===== src/rtl/core/assert_macros.svh =====
// ----------------------------------------------------------------------------
// assert_macros.svh
// Shared assertion macros for the priority queue RTL.
// ----------------------------------------------------------------------------
`ifndef ASSERT_MACROS_SVH
`define ASSERT_MACROS_SVH

// same-cycle implication, disabled while in reset
`define MPQ_ASSERT_NOW(lbl, clk, rst, ante, cons) \
   lbl: assert property (@(posedge clk) disable iff (rst) (ante) |-> (cons)) \
      else $error("mpq assertion failed");

// next-cycle implication, disabled while in reset
`define MPQ_ASSERT_NEXT(lbl, clk, rst, ante, cons) \
   lbl: assert property (@(posedge clk) disable iff (rst) (ante) |=> (cons)) \
      else $error("mpq assertion failed");

`endif


===== src/rtl/core/mpq_pkg.sv =====
// ----------------------------------------------------------------------------
// mpq_pkg
// Types, codes and defaults shared by the priority queue modules.
// ----------------------------------------------------------------------------
package mpq_pkg;

   localparam int KEY_W      = 32;
   localparam int STATUS_W   = 2;
   localparam int OCC_W      = 7;
   localparam int CAPACITY_D = 64;

   // request operation codes
   localparam logic FUNC_INSERT  = 1'b0;
   localparam logic FUNC_EXTRACT = 1'b1;

   // result status codes
   localparam logic [STATUS_W-1:0] ST_OK    = 2'd0;
   localparam logic [STATUS_W-1:0] ST_EMPTY = 2'd1;
   localparam logic [STATUS_W-1:0] ST_FULL  = 2'd2;

   // key returned on an insert or an empty extract
   localparam logic signed [KEY_W-1:0] EMPTY_KEY = '1;

   // control broadcast to every cell of the row
   typedef struct packed {
      logic                    insert;
      logic                    extract;
      logic signed [KEY_W-1:0] new_key;
   } mpq_ctrl_type;

endpackage


===== src/rtl/core/mpq_cell.sv =====
// ----------------------------------------------------------------------------
// mpq_cell
// One slot of the sorted key row: holds a key, shifts right on insert
// (making room for the new key) and left on extract.
// ----------------------------------------------------------------------------
module mpq_cell (
   input  logic                             clock,
   input  mpq_pkg::mpq_ctrl_type            ctrl,
   input  logic                             cell_valid,
   input  logic                             left_less,
   input  logic signed [mpq_pkg::KEY_W-1:0] left_key,
   input  logic signed [mpq_pkg::KEY_W-1:0] right_key,
   output logic                             less,
   output logic signed [mpq_pkg::KEY_W-1:0] key
);

   logic signed [mpq_pkg::KEY_W-1:0] key_ff;
   logic signed [mpq_pkg::KEY_W-1:0] key_in;

   // new key sorts before this slot (empty slots count as +infinity)
   assign less = !cell_valid || (ctrl.new_key < key_ff);

   // next slot contents
   always_comb begin
      key_in = key_ff;
      if (ctrl.insert && less) begin
         key_in = left_less ? left_key : ctrl.new_key;
      end else if (ctrl.extract) begin
         key_in = right_key;
      end
   end

   always_ff @(posedge clock) begin
      key_ff <= key_in;
   end

   assign key = key_ff;

endmodule


===== config.mk =====
export PLATFORM = sky130hd
export DESIGN_NAME = mpq_cell
export DESIGN_NICKNAME = d
export VERILOG_FILES = /design/src/rtl/core/assert_macros.svh /design/src/rtl/core/mpq_pkg.sv /design/src/rtl/core/mpq_cell.sv
export SDC_FILE = /design/constraint.sdc
export NUM_CORES = 1
export LEC_CHECK = 0
export ABC_AREA = 1
export CORE_UTILIZATION = 58
export CTS_CLUSTER_DIAMETER = 150
export DETAILED_ROUTE_END_ITERATION = 10
export DONT_BUFFER_PORTS = 1
export PLACE_DENSITY = 0.75
export SKIP_LAST_GASP = 1
export SYNTH_ARGS = -nofsm -noshare
export SYNTH_HDL_FRONTEND = slang
export SYNTH_SLANG_ARGS = --single-unit

===== constraint.sdc =====
create_clock -name clock -period 2.8 [get_ports clock]
set_input_delay 0.14 -clock clock [delete_from_list [all_inputs] [get_ports clock]]
set_output_delay 0.14 -clock clock [all_outputs]
set_load 0.005 [all_outputs]

==> impl_metrics.ini <==
[worst_setup_path]
critPathArrivalTime_ns = 2.34
path_cells = inv_1 > ha_1 > a21oi_1 > nor2_1 > nor3_2 > nand2_1 > nand2_1 > nand2_1 > nand2_1 > nand3_1 > nand3_4 > nand2_4 > nand2_1 > buf_4
cp_slowest_cell = edfxtp_1
path_buf_inv = 2
rr_startpoint = key[5]
crit_path_start = key[5]
cp_common_cell = nand2_1
crit_type = register to register
startpoint_type = register
cp_data_required_time_ns = 2.76
cp-end-kind = register
cp_max_fo = 16
critPathMaxStageDelay_ns = 0.42
critPathTopFamily = simple AND/OR/NAND/NOR gates

[flow_run]
max_cap_violations = 0

[placement]
io_buffer_count = 0
place_congestion = 0.790
hpwl_um = 4500

[clocking]
root_buffer = clkbuf_8
path_clk_slew_ns = 0.07
cts_tree = built
cts_made_buffers = 5
clock_path_buffers = 2
cts_resized = 0
hold_buffers = 0
post_cts_buffers = 0
cts_sinks = 32
clock_latency_ns = 0.28
htreeDepth = 2

[timing]
hold_viol = 0
worstMarginPinSlew_ns = 0.230
setup-tns-final_ns = 0
grt_setup_unrepaired = no
relSlewSlack_pct = 84.6
slew_violations = 0
fmax_mhz = 420
min_period_over_period_pct = 85.0
finalSetupViolCount = 0
fin_skew_ns = 0.00926
final.min_clock_period_ns = 2.38

[cells_and_area]
area_growth_pct = 3.96
final-seq-area_um2 = 961
multiInputGateArea_um2 = 1470
largest_reg_flops = 32
diodes = 0
final.fill_count = 384
drive_above_1_share_pct = 14.9
fin_nets = 441

[floorplanning]
die_area_um2 = 4850
die_x_um = 69.6
core_area_um2 = 4380
die_h_um = 69.6
rows = 24
initial_core_util_pct = 60.5
io_pins = 134

[synth]
synth_ff_type = edfxtp_1
synth_async_sr_flop_share_pct = 0
syn_inst = 311
ys_ff_latch = 32
synth.distinct_cells = 22
yosys-top-cells-count = nand2_1, inv_1, nand3_1
synth_area_um2 = 2650
synth_top_area_cell = edfxtp_1
yosys_warnings = 0
synth_top_area_share_pct = 36.2
synth.most_common_cell = nand2_1
ys_top_cells_by_area = edfxtp_1, ha_1, nand2_1
ys_seq_area_share_pct = 36.2
synth_fp_nets = 443
syn_avg_cell_area_um2 = 8.53
synth_edf_count = 32

[detailed_routing]
dr.max_layer_used = met4
antenna_left = 0
wire_per_inst_um = 16.4
dr_total_vias = 2126
met1_length_um = 2230
drtPass1Iterations = 4
first_iter_violations = 128
met3RoutedLength_um = 577
wl_met2_um = 2940
drc = 0
avgViaCountPerCell = 5.89
drt-total-wl_um = 5920

[min_path]
hold_path.class = primary input to register
hold_path.startpoint = right_key[10]

[grt]
grt_max_degree = 34
antenna_found_initial = 0
grt_pass1_wl_um = 9690
grt_overflow = 0
first_global_vias = 2208
grt_use_total_pct = 25.5

[power]
leakage_nw = 1.37
p_per_area_nw_per_um2 = 530
finalPower_w = 0.00146
ir_drop_uv = 286

[outcome]
status = complete, no violations
-- per-stage QoR --
step | std cells | setup slack [ns] | hold slack [ns] | utilization (%) | area [um2]
floorplan | 311 | 0.0649 | 0.319 | - | 2650
global placement | 354 | 0.472 | 0.321 | 61.2 | 2680
detailed placement | 354 | 0.432 | 0.325 | 61.2 | 2680
CTS | 361 | 0.417 | 0.0320 | 62.9 | 2760
global route | 361 | 0.238 | 0.0306 | 62.9 | 2760
finish | 361 | 0.420 | 0.0377 | 62.9 | 2760
-- cell families after synthesis --
kind of cell / Yosys count / share of synthesized area, %
AOI/OAI and AO/OA: 23 / 4.53
adders and majority gates: 31 / 14.6
buffers and inverters: 54 / 8.49
DFF: 32 / 36.2
muxes: 31 / 13.2
and+or+nand+nor: 140 / 23.0
-- layout make-up --
| class | instances | share of cell area (%) |
|---|---|---|
| flip-flops and latches | 32 | 34.8 |
| clock buffers | 6 | 2.63 |
| clock inverters | 1 | 0.181 |
| multi-input cells | 225 | 53.2 |
| well taps | 52 | 2.36 |
| repair buffers | 5 | 1.36 |
| inverters | 40 | 5.44 |
-- worst reg2reg max path, delay by kind of cell (launching register included) --
family / cells / cell delay [ns]
AO/OA/AOI/OAI: 1 / 0.16
adder cells (fa/ha/maj): 1 / 0.23
buffers and inverters: 2 / 0.33
flip-flops: 1 / 0.42
AND/OR/NAND/NOR: 10 / 0.91
-- worst paths after layout --
path	end	slack, ns	cells past startpoint
hold reg to reg	key[10]	1.31	8
setup reg to reg	key[16]	0.42	14
hold / removal	key[10]	0.04	2
setup / recovery	key[16]	0.42	14
-- per-layer routing --
layer / vias to the layer above / track usage [%]
li1: 1039 / -
met4: 0 / 12.7
met2: 112 / 45.7
met5: - / 0
met1: 963 / 26.6
met3: 12 / 7.99
-- where the power goes --
group,total [W],leakage [nW],switching [W],internal (W)
logic,0.000437,0.996,0.000254,0.000183
clock network,0.000334,0.0410,0.000165,0.000169
registers,0.000691,0.328,0.0000577,0.000633
-- layout by cell type, fill, tap and decap left out, types with 2 or more instances in the layout --
cell      count
ha_1         31
nand3_1      34
buf_4         5
a21oi_1      16
nor2_1        5
edfxtp_1     32
clkbuf_8      5
nand4_1       2
inv_1        40
mux2_2       31
nand2_1      94
o21ai_0       5
Note: power is estimated with default switching activity, not from simulation.
